<file path="src/rtl/sma_pkg.sv">
// shared constants and types for the simple moving average block
// no dependencies; imported by sma_div, simple_moving_average and tb_top
package sma_pkg;

   localparam int DATA_W         = 32;
   localparam int WLEN_W         = 9;
   localparam int WINDOW_MAX_DEF = 256;
   localparam logic [WLEN_W-1:0] WLEN_RESET = 9'd20;

   typedef struct packed {
      logic busy;
      logic done;
   } div_status_type;

endpackage

</file>
<file path="src/rtl/sma_div.sv">
// restoring divider, one quotient bit per cycle, for the running sum
// depends on sma_pkg (div_status_type)
module sma_div import sma_pkg::*; #(
   parameter int SUM_W = 40,
   parameter int CNT_W = 9
) (
   input  logic             clock,
   input  logic             reset,
   input  logic             start,
   input  logic [SUM_W-1:0] dividend,
   input  logic [CNT_W-1:0] divisor,
   output logic [SUM_W-1:0] quotient,
   output div_status_type   status
);

   localparam int STEP_W = $clog2(SUM_W + 1);

   logic [SUM_W-1:0]  quo_ff, quo_in;
   logic [CNT_W-1:0]  rem_ff, rem_in;
   logic [CNT_W-1:0]  dvs_ff, dvs_in;
   logic [STEP_W-1:0] step_ff, step_in;
   logic              done_ff, done_in;
   logic [CNT_W:0]    trial;
   logic [CNT_W:0]    diff;
   logic              ge;

   assign trial = {rem_ff, quo_ff[SUM_W-1]};
   assign ge    = trial >= {1'b0, dvs_ff};
   assign diff  = trial - {1'b0, dvs_ff};

   always_comb begin
      quo_in  = quo_ff;
      rem_in  = rem_ff;
      dvs_in  = dvs_ff;
      step_in = step_ff;
      done_in = 1'b0;
      if (start) begin
         quo_in  = dividend;
         rem_in  = '0;
         dvs_in  = divisor;
         step_in = STEP_W'(SUM_W);
      end else if (step_ff != '0) begin
         // remainder stays below the divisor, so it fits in CNT_W bits
         rem_in  = ge ? diff[CNT_W-1:0] : trial[CNT_W-1:0];
         quo_in  = {quo_ff[SUM_W-2:0], ge};
         step_in = step_ff - 1'b1;
         done_in = (step_ff == STEP_W'(1));
      end
   end

   always_ff @(posedge clock) begin
      if (reset) begin
         step_ff <= '0;
         done_ff <= 1'b0;
      end else begin
         step_ff <= step_in;
         done_ff <= done_in;
      end
      quo_ff <= quo_in;
      rem_ff <= rem_in;
      dvs_ff <= dvs_in;
   end

   assign quotient    = quo_ff;
   assign status.busy = (step_ff != '0);
   assign status.done = done_ff;

   property p_no_zero_divisor;
      @(posedge clock) disable iff (reset) status.busy |-> (dvs_ff != '0);
   endproperty
   a_no_zero_divisor: assert property (p_no_zero_divisor)
      else $error("divider running with zero divisor");

   property p_done_after_last_step;
      @(posedge clock) disable iff (reset)
         (status.busy && step_ff == STEP_W'(1) && !start) |=> status.done;
   endproperty
   a_done_after_last_step: assert property (p_done_after_last_step)
      else $error("divider missed its done pulse");

   property p_done_ends_busy;
      @(posedge clock) disable iff (reset) status.done |-> !status.busy || $past(start);
   endproperty
   a_done_ends_busy: assert property (p_done_ends_busy)
      else $error("divider done while still busy");

endmodule

</file>
<file path="config.mk">
export PLATFORM = sky130hd
export DESIGN_NAME = sma_div
export DESIGN_NICKNAME = d
export VERILOG_FILES = /design/src/rtl/sma_pkg.sv /design/src/rtl/sma_div.sv
export SDC_FILE = /design/constraint.sdc
export NUM_CORES = 1
export LEC_CHECK = 0
export BUFFER_PORTS_ARGS = -buffer_cell sky130_fd_sc_hd__buf_2
export CAP_MARGIN = 5
export CORE_ASPECT_RATIO = 1.1
export CORE_MARGIN = 1
export CORE_UTILIZATION = 55
export DETAILED_ROUTE_END_ITERATION = 8
export GPL_TIMING_DRIVEN = 0
export PLACE_DENSITY = 0.83
export SKIP_LAST_GASP = 1
export SYNTH_ARGS = -nofsm -noshare
export SYNTH_HDL_FRONTEND = slang
export SYNTH_SLANG_ARGS = --single-unit
</file>
<file path="constraint.sdc">
create_clock -name clock -period 4.7 [get_ports clock]
set_input_delay 0.47 -clock clock [delete_from_list [all_inputs] [get_ports clock]]
set_output_delay 0.47 -clock clock [all_outputs]
set_load 0.01 [all_outputs]
</file>
==> results.txt, run 1 <==
outcome: finished, final reports clean
DR WL/cell: 15.4 um
worst slew pin tran: 907 ps
Startpoint Class: flop
drt first pass iters: 5
fin area: 3950 um^2
postcts setup bufs: 0
CP Max Fanout: 6
flop and latch count out of synthesis: 65
Die Ht: 81.7 um
largest net degree at the start of global routing: 41
WHS: 298 ps
cts hold-fix bufs: 0
sequential share of power: 40.9%
Skew-Pair Late Insertion Delay: 340 ps
Final Skew: 7.54 ps
post-synthesis sequential area ratio: 56.4%
Horiz. Die Dim: 74.4 um
max-cap check violation count: 0
number of global-route vias before repair: 2248
CP required: 4960 ps
fin crit period: 2940 ps
CTS max path bufs: 2
Slew headroom: 39.3%
Logic pwr share: 34.3%
switching fraction of total power: 32.9%
I/O pins: 94
drt total wl: 6580 um
Cell Area, Synth: 3170 um^2
CTS tree: built
Diodes inserted: 0
RePlAce Congestion: 0.771
CP Capture Type: flop
Cell variety after synth: 49
crit path DAT: 3190 ps
endpoints failing setup: 0
Clock transition at path regs: 70 ps
Peak Freq: 341 MHz
post-DP HPWL: 4750 um
Hold Crit Class: input port to flop
die area: 6080 um^2
Int Power: 1.38 mW
Switch Pwr: 678 uW
Routed Antenna Nets: 0
IO Port Bufs: 93
Synth Instances: 244
first-pass GRT wire length: 10100 um
final total power: 2.06 mW
Final Hold Fails: 0
Worst Path Class, Setup: flop to flop
Post-synth EDFFs: 49
initial antenna violation count: 0
Yosys Warn Count: 0
synthesis-to-layout area growth: 24.3%
post-cts sizing count: 0
vias: 2357
Inserted Clock Buffers: 9
Leakage: 1.71 nW
Residual DRC: 0
H-tree depth: 3
root buf cell: clkbuf_8
overflow left after global routing: 0
post-DR vias/cell: 5.51
fraction of layout cells with a size suffix above 1: 46.7%
syn_nets: 309
core area: 5470 um^2
final setup TNS: 0 ps
Rows: 28
Slew Limit Fails: 0
DR iter-0 viols: 200
fin util: 72.2%
starting density of the core: 58.1%
Cell Area, Placed: 3740 um^2
Placement Setup Slack: 1840 ps
Most used DFF post-synth: edfxtp_1
most common cell after layout, fill and taps aside: buf_2
unrepaired setup endpoints after global routing: false
ys async rst share: 0%
Post-Place Cells: 412
pwr dens: 522 nW/um^2
Final period util: 62.5%
clock share of power: 24.8%
Syn Area/Cell: 13.0 um^2
CTS Sinks: 65
fin cells: 428
VDD IR max: 0.000332 V
gr usage total: 22.7%
Final Worst Setup Slack: 1760 ps
Nets: 413
commonest non-fill, non-tap cells in the layout: 96 x buf_2, 49 x edfxtp_1, 40 x mux2_2
-- final timing paths --
path	from	endpoint	slack, ps	cells after the start
max	quotient[39]	rem_ff[0]	1760	9
min	divisor[1]	dvs_ff[1]	300	1
max reg2reg	quotient[39]	rem_ff[0]	1760	9
min reg2reg	step_ff[1]	step_ff[1]	510	2
-- worst max-delay path: stages, from the launching register on --
cell and delay (ps):
edfxtp_1 430, inv_1 110, ha_1 170, inv_1 50, fa_1 420, a211oi_2 350, o211ai_2 180, a2111oi_4 510
mux2_2 390, a211oi_1 230
-- routing by layer --
layer / vias to the layer above / routed length [um] / GRT usage, %
met4: 0 / 156 / 10.9
met3: 20 / 481 / 8.10
li1: 1122 / - / -
met2: 103 / 3260 / 35.9
met1: 1112 / 2690 / 27.7
met5: - / 0 / 0
-- synth_stat cells (3+ instances only) --
library cell | n | area [um^2]
a211oi_1 | 4 | 30.0
a21oi_1 | 12 | 60.1
and3_1 | 5 | 31.3
buf_2 | 3 | 15.0
clkbuf_1 | 6 | 22.5
dfxtp_1 | 16 | 320
edfxtp_1 | 49 | 1470
ha_1 | 12 | 150
inv_1 | 14 | 52.6
mux2_2 | 40 | 450
mux2i_1 | 3 | 30.0
nand2_1 | 7 | 26.3
nand3_1 | 4 | 20.0
nor2_1 | 17 | 63.8
nor2b_1 | 3 | 18.8
o21ai_0 | 4 | 20.0
or3_2 | 3 | 22.5
xnor2_1 | 4 | 35.0
-- layout make-up --
cell class	instances	area, um^2
tap	75	93.8
clock buffer	9	124
multi-input combinational	153	1270
fill	409	1520
sequential	65	1790
clock inverter	7	85.1
buffer	11	56.3
timing repair buffer	93	465
inverter	15	56.3
-- power groups by stage --
stage          combinational (mW)  sequential (mW)  clock [mW]
6_report                    0.708            0.843       0.510
5_1_grt                     0.770            0.857       0.534
4_1_cts                     0.705            0.842       0.514
3_5_place_dp                0.699            0.851           0
3_3_place_gp                0.676            0.848           0
2_1_floorplan               0.467            0.872           0
-- logic make-up (layout without fill, tap and decap cells) --
logic type      count (synthesis)  count (layout)  share of synthesized area (%)
compound gates                 39              39                           9.30
xor+xnor                        6               6                           1.66
fa+ha+maj                      13              13                           5.36
buf+inv                        26             135                           3.55
flops                          65              65                           56.4
mux                            43              43                           15.1
simple gates                   52              52                           8.55
-- state kept, by name (all words and copies together), names as in the netlist --
register  cells
done_ff       1
dvs_ff        9
quotient     40
rem_ff        9
step_ff       6
No activity file was read; power rests on OpenSTA's default activity.
==> inputs of run 2 (changes only) <==
- CORE_UTILIZATION: 55 -> 52
- PLACE_DENSITY: 0.83 -> 0.79
- clock period: 4.7 -> 2.9 ns (I/O delays scaled with it)
==> results.txt, run 2 (synthesis gave the netlist of run 1 again) <==
outcome: finished, final reports clean
CP Max Fanout: 6
Cell Area, Placed: 3740 um^2
Clock transition at path regs: 70 ps
VDD IR max: 0.000505 V
Startpoint Class: flop
commonest non-fill, non-tap cells in the layout: 96 x buf_2, 49 x edfxtp_1, 40 x mux2_2
gr usage total: 22.4%
root buf cell: clkbuf_8
Final Skew: 9.57 ps
Diodes inserted: 0
switching fraction of total power: 31.7%
DR WL/cell: 15.6 um
core area: 5840 um^2
CP Capture Type: flop
IO Port Bufs: 93
drt total wl: 6760 um
Peak Freq: 361 MHz
Logic pwr share: 34.2%
Slew Limit Fails: 0
worst slew pin tran: 933 ps
Global Route met3 Usage: 5.14%
starting density of the core: 54.3%
vias: 2332
Switch Pwr: 1.10 mW
drt first pass iters: 4
sequential share of power: 39.4%
overflow left after global routing: 0
Worst path slowest cell: edfxtp_1
CTS tree: built
Worst Path Class, Setup: flop to flop
CP max stage delay: 390 ps
fin crit period: 2770 ps
CTS Sinks: 65
Rows: 29
CP required: 3150 ps
GRT busiest layer: met2
unrepaired setup endpoints after global routing: false
number of global-route vias before repair: 2372
GRT met2 Usage: 37.6%
clock share of power: 26.4%
max-cap check violation count: 0
Horiz. Die Dim: 76.5 um
I/O pins: 94
Skew-Pair Late Insertion Delay: 340 ps
Die Ht: 83.9 um
Residual DRC: 0
initial antenna violation count: 0
synthesis-to-layout area growth: 26.2%
DR iter-0 viols: 176
GR Util met1: 26.6%
fin area: 4010 um^2
Int Power: 2.37 mW
most common cell after layout, fill and taps aside: buf_2
final setup TNS: 0 ps
max reg flops: 40
Routed Antenna Nets: 0
CP cell instances: inv_1, ha_1, inv_1, fa_2, a211oi_4, o211ai_2, a2111oi_4, buf_4, mux2_2, a211oi_1
largest net degree at the start of global routing: 41
H-tree depth: 3
RePlAce Congestion: 0.758
most used cell, CP: inv_1
first-pass GRT wire length: 10900 um
fraction of layout cells with a size suffix above 1: 47.8%
Inserted Clock Buffers: 9
Final period util: 95.6%
Leakage: 1.74 nW
cts hold-fix bufs: 0
crit path DAT: 3020 ps
Fillers: 436
CTS max path bufs: 2
Nets: 416
Final Hold Fails: 0
pwr dens: 865 nW/um^2
die area: 6420 um^2
Slew headroom: 37.6%
post-DP HPWL: 4880 um
endpoints failing setup: 0
Hold Crit Class: input port to flop
post-DR vias/cell: 5.39
[run 2: final timing paths]
check                    to    startpoint  cells past startpoint  slack [ps]
setup / recovery  rem_ff[0]  quotient[39]                     10         130
hold / removal    dvs_ff[1]    divisor[1]                      1         120
setup reg to reg  rem_ff[0]  quotient[39]                     10         130
hold reg to reg   rem_ff[4]     rem_ff[3]                      2         520
[run 2: worst max-delay path: cells and delay by family (launching register included)]
kind / cells / cell delay, ps
adder cells (fa/ha/maj): 2 / 540
flip-flops: 1 / 390
AO/OA/AOI/OAI: 4 / 1060
multiplexers: 1 / 330
buffers and inverters: 3 / 360
[run 2: final cells by class]
cell class	instances	area (um^2)	area share [%]
flip-flops and latches	65	1790	44.7
clock inverters	6	106	2.66
well taps	77	96.3	2.41
repair buffers	96	488	12.2
multi-input cells	153	1280	32.0
plain buffers	11	56.3	1.41
inverters	15	56.3	1.41
clock buffers	10	128	3.19
[run 2: power groups by stage]
| stage | registers (mW) | logic [mW] | clock network (mW) |
|---|---|---|---|
| floorplan | 1.41 | 0.756 | 0 |
| global placement | 1.38 | 1.10 | 0 |
| detailed placement | 1.38 | 1.13 | 0 |
| global route | 1.39 | 1.30 | 0.964 |
| CTS | 1.36 | 1.17 | 0.925 |
| finish | 1.36 | 1.19 | 0.915 |
[run 2: routing by layer]
layer,up-vias,wire (um)
li1,1130,-
met1,1108,2730
met2,85,3410
met3,9,500
met4,0,118
met5,-,0
[run 2: repair_timing]
item,in CTS,in global routing
endpoints found under the setup margin,1,3
pin swaps,1,1
resized for setup,1,1
setup buffers,1,2
gates cloned,0,0
endpoints found under the hold margin,0,0
[run 2: per-stage QoR]
stage / hold WS (ps) / setup WS, ps / util [%] / instances / power [mW]
finish: 123 / 129 / 68.6 / 433 / 3.46
global route: 109 / 1.80 / 68.6 / 433 / 3.65
CTS: 109 / 14.7 / 68.3 / 431 / 3.45
detailed placement: 468 / 2.80 / 64.0 / 414 / 2.51
global placement: 466 / 46.3 / 64.0 / 414 / 2.48
floorplan: 359 / 315 / - / 244 / 2.17
